**src/rtl/swem_pkg.sv**
```systemverilog
// Package: types, sizes and codes for the extract-max record stack.
`timescale 1ns / 1ps

package swem_pkg;

  localparam int DEPTH = 16;
  localparam int IDX_W = $clog2(DEPTH);
  localparam int CNT_W = $clog2(DEPTH + 1);

  typedef enum logic [1:0] {
    KIND_PUSH = 2'd0,
    KIND_POP  = 2'd1,
    KIND_MAX  = 2'd2
  } kind_e_t;

  typedef enum logic [1:0] {
    STAT_OK    = 2'd0,
    STAT_EMPTY = 2'd1,
    STAT_FULL  = 2'd2
  } status_e_t;

  typedef enum logic [1:0] {
    ST_IDLE,
    ST_SCAN,
    ST_SHIFT,
    ST_RESP
  } state_t;

  typedef struct packed {
    kind_e_t     kind;
    logic [15:0] proc_id;
    logic [15:0] wait_time;
  } in_item_t;

  typedef struct packed {
    status_e_t        status;
    logic [15:0]      out_id;
    logic [15:0]      out_wait;
    logic [CNT_W-1:0] count_after;
  } out_item_t;

  typedef struct packed {
    logic [15:0] proc_id;
    logic [15:0] wait_time;
  } rec_t;

  typedef struct packed {
    logic load;
    logic shift;
  } cell_ctl_t;

endpackage

```
**src/rtl/stack_with_extract_max_wait.sv**
```systemverilog
// Top level: bounded record stack with pop-top and extract-max-wait.
//
// Input channel (in_valid/in_ready/in_item) takes one operation per transfer:
// push a record, pop the top record, or remove the record with the greatest
// wait time (ties go to the record nearest the top). Each operation gives
// exactly one result on the output channel (out_valid/out_ready/out_item)
// with a status, the removed record (zero when none) and the count left.
// Records sit in a row of cells, bottom at cell 0; a removal shifts every
// cell above the removed one down by one, all together in the shift state.
// Sequence: push, refused push, unused codes and an empty pop or extract-max
// go from idle straight to the response state; pop passes the shift state
// first; extract-max scans from the top down, one cell per cycle, then
// shifts; the result lands on out_valid at the edge that returns it to idle.
// A finished result waits in the output register while the next operation
// is accepted and worked on; when the receiver stalls, that next result is
// held internally and in_ready stays low until the output register frees.
// Reset (rst, synchronous) empties the stack and drops out_valid.
`timescale 1ns / 1ps

module stack_with_extract_max_wait (
  input  logic                clk,
  input  logic                rst,
  input  logic                in_valid,
  output logic                in_ready,
  input  swem_pkg::in_item_t  in_item,
  output logic                out_valid,
  input  logic                out_ready,
  output swem_pkg::out_item_t out_item
);

  swem_pkg::rec_t      cell_recs [swem_pkg::DEPTH];
  swem_pkg::cell_ctl_t cell_ctl  [swem_pkg::DEPTH];
  swem_pkg::rec_t      push_rec;

  assign push_rec.proc_id   = in_item.proc_id;
  assign push_rec.wait_time = in_item.wait_time;

  swem_ctrl u_ctrl (
    .clk       (clk),
    .rst       (rst),
    .in_valid  (in_valid),
    .in_ready  (in_ready),
    .in_item   (in_item),
    .out_valid (out_valid),
    .out_ready (out_ready),
    .out_item  (out_item),
    .cell_recs (cell_recs),
    .cell_ctl  (cell_ctl)
  );

  for (genvar i = 0; i < swem_pkg::DEPTH; i++) begin : g_cell
    swem_pkg::rec_t shift_in;
    if (i == swem_pkg::DEPTH - 1) begin : g_top
      assign shift_in = cell_recs[i];
    end else begin : g_mid
      assign shift_in = cell_recs[i + 1];
    end
    swem_cell u_cell (
      .clk      (clk),
      .ctl      (cell_ctl[i]),
      .load_rec (push_rec),
      .shift_in (shift_in),
      .rec      (cell_recs[i])
    );
  end

endmodule

```
**src/rtl/swem_cell.sv**
```systemverilog
// One stack slot: loads a pushed record or takes its upper neighbor's record.
`timescale 1ns / 1ps

module swem_cell (
  input  logic               clk,
  input  swem_pkg::cell_ctl_t ctl,
  input  swem_pkg::rec_t     load_rec,
  input  swem_pkg::rec_t     shift_in,
  output swem_pkg::rec_t     rec
);

  always_ff @(posedge clk) begin
    if (ctl.load) begin
      rec <= load_rec;
    end else if (ctl.shift) begin
      rec <= shift_in;
    end
  end

endmodule

```
**src/rtl/swem_ctrl.sv**
```systemverilog
// Controller: fill count, max-wait scan, removal shift and result register.
`timescale 1ns / 1ps

module swem_ctrl (
  input  logic                clk,
  input  logic                rst,
  input  logic                in_valid,
  output logic                in_ready,
  input  swem_pkg::in_item_t  in_item,
  output logic                out_valid,
  input  logic                out_ready,
  output swem_pkg::out_item_t out_item,
  input  swem_pkg::rec_t      cell_recs [swem_pkg::DEPTH],
  output swem_pkg::cell_ctl_t cell_ctl  [swem_pkg::DEPTH]
);

  swem_pkg::state_t                state, state_next;
  logic [swem_pkg::CNT_W-1:0]      count, count_next;
  logic [swem_pkg::IDX_W-1:0]      idx, idx_next;
  logic [swem_pkg::IDX_W-1:0]      pick, pick_next;
  logic [15:0]                     best, best_next;
  swem_pkg::out_item_t             res, res_next;

  logic                            accept;
  logic                            empty;
  logic                            full;
  logic                            out_free;
  logic                            resp_fire;
  logic [swem_pkg::CNT_W-1:0]      cnt_m1;
  logic [swem_pkg::IDX_W-1:0]      top_idx;
  logic [swem_pkg::IDX_W-1:0]      push_idx;
  logic [swem_pkg::IDX_W-1:0]      idx_m1;
  swem_pkg::rec_t                  cand;
  swem_pkg::rec_t                  sel;

  assign accept    = in_valid && in_ready;
  assign empty     = (count == '0);
  assign full      = (count >= swem_pkg::CNT_W'(swem_pkg::DEPTH));
  assign out_free  = !out_valid || out_ready;
  assign resp_fire = (state == swem_pkg::ST_RESP) && out_free;
  assign cnt_m1    = count - swem_pkg::CNT_W'(1);
  assign top_idx   = cnt_m1[swem_pkg::IDX_W-1:0];
  assign push_idx  = count[swem_pkg::IDX_W-1:0];
  assign idx_m1    = idx - swem_pkg::IDX_W'(1);
  assign cand      = cell_recs[idx_m1];
  assign sel       = cell_recs[pick];

  // next state
  always_comb begin
    state_next = state;
    unique case (state)
      swem_pkg::ST_IDLE: begin
        if (accept) begin
          case (in_item.kind)
            swem_pkg::KIND_POP: begin
              state_next = empty ? swem_pkg::ST_RESP : swem_pkg::ST_SHIFT;
            end
            swem_pkg::KIND_MAX: begin
              if (empty) begin
                state_next = swem_pkg::ST_RESP;
              end else if (count == swem_pkg::CNT_W'(1)) begin
                state_next = swem_pkg::ST_SHIFT;
              end else begin
                state_next = swem_pkg::ST_SCAN;
              end
            end
            default: state_next = swem_pkg::ST_RESP;
          endcase
        end
      end
      swem_pkg::ST_SCAN: begin
        if (idx_m1 == '0) begin
          state_next = swem_pkg::ST_SHIFT;
        end
      end
      swem_pkg::ST_SHIFT: state_next = swem_pkg::ST_RESP;
      swem_pkg::ST_RESP: begin
        if (out_free) begin
          state_next = swem_pkg::ST_IDLE;
        end
      end
      default: state_next = swem_pkg::ST_IDLE;
    endcase
  end

  // datapath next values
  always_comb begin
    count_next = count;
    idx_next   = idx;
    pick_next  = pick;
    best_next  = best;
    res_next   = res;
    unique case (state)
      swem_pkg::ST_IDLE: begin
        if (accept) begin
          res_next.status      = swem_pkg::STAT_OK;
          res_next.out_id      = '0;
          res_next.out_wait    = '0;
          res_next.count_after = count;
          case (in_item.kind)
            swem_pkg::KIND_PUSH: begin
              if (full) begin
                res_next.status = swem_pkg::STAT_FULL;
              end else begin
                count_next           = count + swem_pkg::CNT_W'(1);
                res_next.count_after = count + swem_pkg::CNT_W'(1);
              end
            end
            swem_pkg::KIND_POP, swem_pkg::KIND_MAX: begin
              if (empty) begin
                res_next.status = swem_pkg::STAT_EMPTY;
              end else begin
                pick_next = top_idx;
                idx_next  = top_idx;
                best_next = cell_recs[top_idx].wait_time;
              end
            end
            default: ;
          endcase
        end
      end
      swem_pkg::ST_SCAN: begin
        idx_next = idx_m1;
        // strict compare keeps the entry nearest the top on a tie
        if (cand.wait_time > best) begin
          best_next = cand.wait_time;
          pick_next = idx_m1;
        end
      end
      swem_pkg::ST_SHIFT: begin
        res_next.status      = swem_pkg::STAT_OK;
        res_next.out_id      = sel.proc_id;
        res_next.out_wait    = sel.wait_time;
        res_next.count_after = cnt_m1;
        count_next           = cnt_m1;
      end
      swem_pkg::ST_RESP: ;
      default: ;
    endcase
  end

  // outputs
  always_comb begin
    in_ready = (state == swem_pkg::ST_IDLE);
    for (int i = 0; i < swem_pkg::DEPTH; i++) begin
      cell_ctl[i].load  = accept && (in_item.kind == swem_pkg::KIND_PUSH) && !full &&
                          (push_idx == swem_pkg::IDX_W'(i));
      cell_ctl[i].shift = (state == swem_pkg::ST_SHIFT) &&
                          (swem_pkg::IDX_W'(i) >= pick);
    end
  end

  always_ff @(posedge clk) begin
    if (rst) begin
      state     <= swem_pkg::ST_IDLE;
      count     <= '0;
      out_valid <= 1'b0;
    end else begin
      state     <= state_next;
      count     <= count_next;
      out_valid <= (out_valid && !out_ready) || resp_fire;
    end
  end

  always_ff @(posedge clk) begin
    idx  <= idx_next;
    pick <= pick_next;
    best <= best_next;
    res  <= res_next;
    if (resp_fire) begin
      out_item <= res;
    end
  end

endmodule

```
**config.mk**
```make
export PLATFORM = sky130hd
export DESIGN_NAME = stack_with_extract_max_wait
export DESIGN_NICKNAME = d
export VERILOG_FILES = /design/src/rtl/swem_pkg.sv /design/src/rtl/stack_with_extract_max_wait.sv /design/src/rtl/swem_cell.sv /design/src/rtl/swem_ctrl.sv
export SDC_FILE = /design/constraint.sdc
export NUM_CORES = 1
export LEC_CHECK = 0
export ABC_AREA = 1
export BUFFER_PORTS_ARGS = -buffer_cell sky130_fd_sc_hd__buf_2
export CORE_MARGIN = 3
export CORE_UTILIZATION = 35
export DETAILED_ROUTE_END_ITERATION = 16
export PLACE_DENSITY = 0.51
export SETUP_SLACK_MARGIN = 0.02
export SYNTH_ARGS = -nofsm -noshare
export SYNTH_HDL_FRONTEND = slang
export SYNTH_SLANG_ARGS = --single-unit
```
**constraint.sdc**
```tcl
create_clock -name clk -period 6.8 [get_ports clk]
set_input_delay 0 -clock clk [delete_from_list [all_inputs] [get_ports clk]]
set_output_delay 0 -clock clk [all_outputs]
set_load 0.01 [all_outputs]
```
# Word level (Yosys, flattened, before mapping)
# Index checks and enable logic that the tools add are counted.
dict set report op_classes {
  muxes 67
  n_bitwise 3
  n_reduce_logical 68
  addsub 3
  n_eq_ne 27
  magnitude_cmp 20
}
# cell n
set op_table {}
lappend op_table {{32-bit 2-to-1 mux} 32}
lappend op_table {{32-bit binary-select mux with 4-bit select} 3}
lappend op_table {{16-bit 2-to-1 mux} 8}
lappend op_table {{39-bit one-hot mux with 2 select lines} 1}
lappend op_table {{39-bit 2-to-1 mux} 1}
lappend op_table {{1-bit logical AND} 36}
lappend op_table {{2-bit nonzero test} 17}
lappend op_table {{4-bit equality test, second input constant} 8}
lappend op_table {{16-bit one-hot mux with 2 select lines} 1}
lappend op_table {{4-bit greater-or-equal comparator, first input constant} 7}
lappend op_table {{5-bit greater-or-equal comparator, second input constant} 4}
lappend op_table {{4-bit by 3-bit equality test with 1-bit output, second input constant} 4}
lappend op_table {{3-bit by 4-bit greater-or-equal comparator with 1-bit output, first input constant} 4}
lappend op_table {{16-bit greater-than comparator} 1}
lappend op_table {{4-bit 2-to-1 mux} 4}
lappend op_table {{4-bit one-hot mux with 2 select lines} 2}
lappend op_table {{5-bit 2-to-1 mux} 3}
lappend op_table {{4-bit NOT with 5-bit output} 3}
lappend op_table {{2-bit 2-to-1 mux} 6}
lappend op_table {{5-bit one-hot mux with 2 select lines} 1}
lappend op_table {{4-bit by 2-bit equality test with 1-bit output, second input constant} 2}
lappend op_table {{1-bit by 4-bit greater-or-equal comparator with 1-bit output, first input constant} 2}
lappend op_table {{2-bit by 4-bit greater-or-equal comparator with 1-bit output, first input constant} 2}
lappend op_table {{4-bit zero test} 2}
lappend op_table {{21 further kinds} 34}
dict set report totals {
  output_inout_bits 41
  reg_bits 622
  in_bits 38
}

# Longest topological paths before layout
# Gate-level depths: netlist (run 1).
dict set report depth {
  depth_word 9
  mapped_depth 23
  mapped_depth_nobuf 21
}

# Hierarchy
# Synthesis (run 1) repeated with hierarchy kept, for this count alone.
dict set report unflattened {
  cells_unflattened 4640
  area_unflattened_um2 36701.4
}
# module seq_area_each_um2 instances cells_each area_each_um2
set modules_own_cells {}
lappend modules_own_cells {swem_cell 960.9 16 137 1401.3}
lappend modules_own_cells {swem_ctrl 3223.1 1 2448 14279.9}

# Worst setup path after synthesis (run 1)
# No wires, ideal clock.
dict set report synth_timing {
  path_type {flip-flop to flip-flop}
  start {register u_ctrl.state[0]}
  end {register g_cell[9].u_cell.rec[0] in the netlist's numbering (enable)}
  arrival_time_ps 4875
  required_ps 6267
  stages_incl_launch_ff 7
  path_slack_ps 1392
  path_cell_list {dfxtp_1 -> inv_1 -> ha_1 -> buf_2 -> clkinv_1 -> clkbuf_1 -> o311ai_0}
}
dict set report synth_via {
  elab_chain_cells 6
  word_cells_on_any_way 8
  cone_classes {1 x eq/ne; 7 x reduce/logical}
}
# element line_no
set synth_lines {}
lappend synth_lines {{start: declaration} swem_ctrl.sv:17} ;# swem_pkg::state_t state, state_next;
lappend synth_lines {{start signal: assignment} swem_ctrl.sv:155} ;# state <= swem_pkg::ST_IDLE;
lappend synth_lines {{start signal: assignment} swem_ctrl.sv:159} ;# state <= state_next;
lappend synth_lines {{2-bit zero test} swem_ctrl.sv:144} ;# in_ready = (state == swem_pkg::ST_IDLE);
lappend synth_lines {{1-bit logical AND} swem_ctrl.sv:36} ;# assign accept = in_valid && in_ready;
lappend synth_lines {{1-bit logical AND (3 in series)} swem_ctrl.sv:146} ;# cell_ctl[i].load = accept && (in_item.kind == swem_pkg::KIND_PUSH) && !full &&
lappend synth_lines {{2-bit nonzero test (no line) *} --}
lappend synth_lines {{end signal: assignment} swem_cell.sv:14} ;# rec <= load_rec;
lappend synth_lines {{end signal: assignment} swem_cell.sv:16} ;# rec <= shift_in;
lappend synth_lines {{end: declaration} swem_cell.sv:9} ;# output swem_pkg::rec_t rec
# Mark *: on every way between the ends. The rest lies on a longest branch, timed or not.
# A chain may end at the register's enable or synchronous reset.

# Worst setup path after layout (run 1)
dict set report layout_timing {
  start {register u_ctrl.idx[0] in the netlist's numbering}
  end {register u_ctrl.best[4] (enable)}
}
dict set report layout_via {
  elab_chain_cells 8
}
# element line_no
set layout_lines {}
lappend layout_lines {{start: declaration} swem_ctrl.sv:19} ;# logic [swem_pkg::IDX_W-1:0] idx, idx_next;
lappend layout_lines {{start signal: assignment} swem_ctrl.sv:166} ;# idx <= idx_next;
lappend layout_lines {{4-bit by 1-bit subtractor with 4-bit output} swem_ctrl.sv:44} ;# assign idx_m1 = idx - swem_pkg::IDX_W'(1);
lappend layout_lines {{4-bit NOT with 5-bit output (implied by the code)} swem_ctrl.sv:45} ;# assign cand = cell_recs[idx_m1];
lappend layout_lines {{32-bit binary-select mux with 4-bit select} swem_ctrl.sv:45}
lappend layout_lines {{16-bit 2-to-1 mux (implied by the code) (2 in series)} swem_ctrl.sv:45}
lappend layout_lines {{16-bit greater-than comparator} swem_ctrl.sv:125} ;# if (cand.wait_time > best) begin
lappend layout_lines {{2-bit by 1-bit != test with 1-bit output (no line)} --}
lappend layout_lines {{5-bit AND reduction (no line)} --}
lappend layout_lines {{end signal: assignment} swem_ctrl.sv:168} ;# best <= best_next;
lappend layout_lines {{end: declaration} swem_ctrl.sv:21} ;# logic [15:0] best, best_next;
# No other way between the ends. The select of a mux whose other input is x is not followed.

==> results_dict.tcl, run 1 <==
set metrics [dict create \
    core_um2 95900 \
    htreeDepth 3 \
    arrival_ns 4.48 \
    cp-end-kind "flop" \
    period_minus_slack_ns 4.18 \
    ys_async_sr_fraction 0 \
    synth_seq_area_share 0.544 \
    antenna_found_initial 4 \
    grt_max_degree 254 \
    yosys.area_share.adder 0.0113 \
    cts_buffers 73 \
    worst_slew_pin_slew_ns 1.16 \
    max_clock_freq_mhz 239 \
    worstPathRequired_ns 7.10 \
    firstDrtPassIters 6 \
    wl_per_cell_um 23.5 \
    vias_per_cell 5.64 \
    status "complete, no violations" \
    cts_tree "yes" \
    ys_types 36 \
    synth_compound_area_frac 0.219 \
    avgSynthCellArea_um2 8.69 \
    pin_count 79 \
    die_y_um 318 \
    dieArea_um2 101000 \
    synth-xor-area-share 0.00293 \
    ys_warn_count 0 \
    grt_pass1_vias 26300 \
    clk_pin_slew_ns 0.06 \
    clk_latency_ns 0.63 \
    numPortBuffers 78 \
    cts.sinks 622 \
    cts_setup_buffers 0 \
    yosys.area_share.simple 0.154 \
    synth_top_family_by_area "compound AO/OA/AOI/OAI gates" \
    start_kind "flop" \
    syn_area_um2 34200 \
    fillCellCount 9619 \
    grt_pass1_wl_um 179000 \
    wl_um 121000 \
    overflow 0 \
    instances_no_fill 5160 \
    setup-violations-final 0 \
    routabilityCongestion 0.865 \
    drc 0 \
    fp-row-count 113 \
    slew_headroom 0.222 \
    slew_violations 0 \
    rsz0062_at_grt "false" \
    dpl.cell_count 4987 \
    maxCapViolCount 0 \
    tns_ns 0 \
    hold_path.class "in -> reg" \
    cts-root-buf "clkbuf_16" \
    clockBufferDepth 3 \
    critPathMaxFanout 47 \
    synth_area_leader_cell "edfxtp_1" \
    start_util 0.357 \
    die-width_um 318 \
    power.total_mw 17.9 \
    synth_top_area_share 0.540 \
    grt_util_all_layers 0.233 \
    powerDensity_nw_per_um2 469 \
    drt_iter0_markers 3736 \
    leakage_nw 14.7 \
    drive_above_1_share 0.0786 \
    period_share 0.614 \
    synth-seq-cells 622 \
    area_growth_pct 11.6 \
    peakVddDrop_mv 0.278 \
    setup.worst_path.class "reg -> reg" \
    ant_nets 0 \
    synth_edf_count 614 \
    hpwl_um 72500 \
    postPlaceCellArea_um2 35400 \
    num_vias 29100 \
    final_nets 3903 \
    synthMuxAreaShare 0 \
    hold_viol 0 \
    final_area_um2 38100 \
    synth_cells 3931 \
    synth_ff_type "edfxtp_1" \
    synthTopCellsByArea "edfxtp_1 54%, o21ai_0 13%, nand2_1 8.4%" \
    synth_nets 4000 \
    finClkSkew_ns 0.0218 \
]
## where the power goes
group | switching (mW) | leakage, nW | total (mW) | internal (mW)
clock | 1.69 | 1.16 | 3.95 | 2.26
sequential | 0.445 | 5.71 | 5.95 | 5.51
combinational | 5.81 | 7.79 | 8.00 | 2.19
total | 7.95 | 14.7 | 17.9 | 9.95
## cell families after synthesis
kind of cell | after synthesis
DFF | 622
buffers and inverters | 593
xor gates and xnor gates | 8
AOI/OAI and AO/OA | 1392
and+or+nand+nor | 1285
adders and majority gates | 31
## per-layer routing
metal / share of wire / vias to the layer above / GRT usage
met1: 0.45 / 13800 / 0.344
met3: 0.11 / 189 / 0.0631
li1: - / 13700 / -
met2: 0.41 / 1400 / 0.330
met5: 0.000099 / - / 0
met4: 0.027 / 2 / 0.0699
## flip-flops by register name, indices dropped and copies added (netlist names)
signal and cells:
u_ctrl.count 5, u_ctrl.state 2, u_ctrl.pick 4, u_ctrl.out_valid 1, g_cell.u_cell.rec 512, u_ctrl.res 39
u_ctrl.out_item 39, u_ctrl.idx 4, u_ctrl.best 16
## cell usage after synthesis (3+ instances only)
| cell type | n |
|---|---|
| o21ai_0 | 904 |
| nand2_1 | 766 |
| edfxtp_1 | 614 |
| nand3_1 | 313 |
| a21oi_1 | 267 |
| inv_1 | 237 |
| clkbuf_1 | 229 |
| nor2_1 | 192 |
| o211ai_1 | 160 |
| buf_2 | 85 |
| buf_1 | 34 |
| ha_1 | 31 |
| o221ai_1 | 28 |
| o21ai_1 | 21 |
| dfxtp_1 | 8 |
| o22ai_1 | 5 |
| inv_2 | 4 |
| nand4_1 | 3 |
| nor3_1 | 3 |
| xor2_1 | 3 |
## worst paths after layout
check | from | slack, ns | to | cells after the start
worst max register to register | u_ctrl.idx[0] | 2.62 | u_ctrl.best[4] | 20
worst min register to register | u_ctrl.res[36] | 0.42 | u_ctrl.out_item[36] | 0
worst max-delay path | u_ctrl.idx[0] | 2.62 | u_ctrl.best[4] | 20
worst min-delay path | in_item[2] | 0.09 | g_cell[15].u_cell.rec[2] | 2
## stage by stage
stage               setup slack, ns  hold WS [ns]   util
detailed placement             2.72         0.191  0.370
global route                   2.37        0.0945  0.398
finish                         2.62        0.0927  0.398
floorplan                      1.39        0.0691      -
CTS                            2.67        0.0616  0.398
global placement               2.76         0.186  0.370
## critical path, cell delays in order, from the launching register on
cell      delay, ns
edfxtp_1       0.41
inv_2          0.10
ha_2           0.35
clkinv_2       0.25
buf_4          0.43
a21oi_1        0.20
o21ai_0        0.11
nand3_1        0.13
nand3_1        0.12
nand2_1        0.14
inv_1          0.05
ha_1           0.28
nand2_1        0.06
nor2_1         0.24
nand2_1        0.08
nand2_1        0.06
nand2_1        0.04
nand2_1        0.06
nand2_1        0.05
a21oi_2        0.31
buf_4          0.33
## layout make-up
cell class	instances	area [µm²]	share of cell area
multi-input cells	2716	13400	0.352
diodes	2	5.00	0.000131
flip-flops and latches	622	18600	0.488
repair buffers	178	1270	0.0333
clock inverters	47	420	0.0110
inverters	243	921	0.0241
well taps	1265	1580	0.0415
clock buffers	87	1920	0.0504
## repair_timing
item | in CTS | in global routing
gates resized for setup | 0 | 0
hold buffers | 37 | 0
endpoints found under the hold margin | 98 | 0
setup endpoints to repair | 0 | 0
## layout by cell type (no fill, tap or decap), drive strengths merged, types with 28 or more instances in the layout
cell / netlist / layout
dlygate4sd3: 0 / 37
clkbuf: 229 / 87
inv: 241 / 244
o211ai: 160 / 160
nand2: 766 / 766
edfxtp: 614 / 614
buf: 121 / 141
o21ai: 925 / 925
a21oi: 267 / 267
nand3: 314 / 314
o221ai: 28 / 28
ha: 31 / 31
nor2: 194 / 194
clkinv: 2 / 39
No activity file was read; power rests on OpenSTA's default activity.
==> run 2, diff against run 1 <==
==> constraint.sdc (replaced) <==
create_clock -name clk -period 4.3 [get_ports clk]
set_input_delay 0 -clock clk [delete_from_list [all_inputs] [get_ports clk]]
set_output_delay 0 -clock clk [all_outputs]
set_load 0.01 [all_outputs]
==> results_dict.tcl, run 2 (synthesis results as in run 1) <==
set metrics [dict create \
    grt_max_degree 254 \
    antenna_found_initial 6 \
    regArea_um2 18600 \
    rsz0062_at_grt "false" \
    fillCellCount 9607 \
    clockBufferDepth 3 \
    routabilityCongestion 0.862 \
    cts.sinks 622 \
    area_growth_pct 12.8 \
    largest_register_ffs 512 \
    cts_buffers 74 \
    multi_input_area_um2 13400 \
    slew_headroom 0.261 \
    clk_pin_slew_ns 0.06 \
    layout_common_cells "900 x o21ai_0, 742 x nand2_1, 614 x edfxtp_1" \
    tns_ns 0 \
    final_area_um2 38600 \
    layout_commonest_cell "o21ai_0" \
    wl_per_cell_um 23.1 \
    worst_slew_pin_slew_ns 1.10 \
    period_minus_slack_ns 3.86 \
    hold_viol 0 \
    critPathMaxFanout 24 \
    largest-register "g_cell.u_cell.rec" \
    fp-row-count 113 \
    pre_cts_ws_ns 0.512 \
    ant_nets 0 \
    drive_above_1_share 0.0837 \
    hold_path.class "in -> reg" \
    cpPeakStageDelay_ns 0.47 \
    setup.worst_path.class "reg -> reg" \
    firstDrtPassIters 6 \
    cts-root-buf "clkbuf_16" \
    final_nets 3933 \
    fin_ws_ns 0.441 \
    reg2reg_depth 18 \
    start_util 0.357 \
    vias_per_cell 5.62 \
    path_depth 18 \
    cts_tree "yes" \
    slew_violations 0 \
    numPortBuffers 78 \
    finClkSkew_ns 0.0216 \
    start_kind "flop" \
    worst-path-buf-inv 5 \
    grt_util_all_layers 0.231 \
    num_vias 29200 \
    status "complete, no violations" \
    wl_um 120000 \
    drt_iter0_markers 4249 \
    peakVddDrop_mv 0.796 \
    drc 0 \
    grt_pass1_wl_um 178000 \
    core_um2 95900 \
    pin_count 79 \
    postPlaceCellArea_um2 35800 \
    worstPathCellList "inv_2, ha_2, inv_2, buf_4, a21oi_1, o21ai_0, nand3_1, nand3_1, nand2_1, inv_1, ha_1, nand4_1, nor3_1, nand2_1, nand2_1, nand2_1, a21oi_2, buf_12" \
    cp-end-kind "flop" \
    worstPathRequired_ns 4.63 \
    max_clock_freq_mhz 259 \
    clk_latency_ns 0.64 \
    arrival_ns 4.19 \
    dieArea_um2 101000 \
    powerDensity_nw_per_um2 743 \
    die_y_um 318 \
    top_regs "g_cell.u_cell.rec (512), u_ctrl.out_item (39), u_ctrl.res (39)" \
    worst_path_max_delay_cell "inv_2" \
    hold_path_depth 2 \
    grt_pass1_vias 26300 \
    overflow 0 \
    hpwl_um 74900 \
    cp_top_family "buffers and inverters" \
    period_share 0.898 \
    path_common_cell "nand2_1" \
    setup-violations-final 0 \
    htreeDepth 3 \
    die-width_um 318 \
    leakage_nw 14.9 \
    maxCapViolCount 0 \
]
[run 2: area by class of cell]
cell class                      count  area share
Multi-Input combinational cell   2716       0.349
Tap cell                         1265      0.0411
Inverter                          243      0.0239
Clock inverter                     37      0.0108
Clock buffer                       95      0.0517
Sequential cell                   622       0.482
Antenna cell                        1   0.0000649
Timing Repair Buffer              207      0.0415
[run 2: per-stage QoR]
stage               instances  power (mW)   util  hold WS [ns]
CTS                      5185        28.6  0.402        0.0542
floorplan                3931        17.4      -        0.0691
global route             5185        30.5  0.402        0.0904
finish                   5186        28.7  0.402        0.0954
global placement         5016        22.0  0.373         0.174
detailed placement       5016        22.1  0.373         0.181
[run 2: repair_timing]
action	CTS	global route
endpoints found under the hold margin	149	0
gates resized for setup	0	0
buffers inserted	0	0
hold buffers	37	0
endpoints found under the setup margin	0	0
[run 2: worst reg2reg max path, cell delays in order, from the launching register on]
cell,delay (ns)
edfxtp_1,0.44
inv_2,0.16
ha_2,0.31
inv_2,0.47
buf_4,0.34
a21oi_1,0.07
o21ai_0,0.14
nand3_1,0.10
nand3_1,0.10
nand2_1,0.08
inv_1,0.07
ha_1,0.16
nand4_1,0.13
nor3_1,0.23
nand2_1,0.08
nand2_1,0.06
nand2_1,0.07
a21oi_2,0.33
buf_12,0.22
[run 2: path summary, 6_finish.rpt]
kind                   from                         to  slack (ns)
min reg2reg  u_ctrl.res[33]        u_ctrl.out_item[33]        0.42
max reg2reg   u_ctrl.idx[0]             u_ctrl.best[5]        0.44
min             in_item[31]  g_cell[15].u_cell.rec[31]         0.1
max           u_ctrl.idx[0]             u_ctrl.best[5]        0.44
[run 2: metal layers]
metal | wire length (µm) | vias to the layer above | global-route usage
li1 | - | 13800 | -
met4 | 3000 | 0 | 0.0687
met5 | 0 | - | 0
met3 | 11800 | 174 | 0.0445
met2 | 49600 | 1443 | 0.330
met1 | 55400 | 13800 | 0.352
[run 2: report_power, final]
group / leakage (nW) / internal (mW) / total, mW / switching, mW
logic: 7.97 / 3.66 / 12.8 / 9.16
registers: 5.71 / 8.71 / 9.44 / 0.739
clock network: 1.18 / 3.76 / 6.39 / 2.63
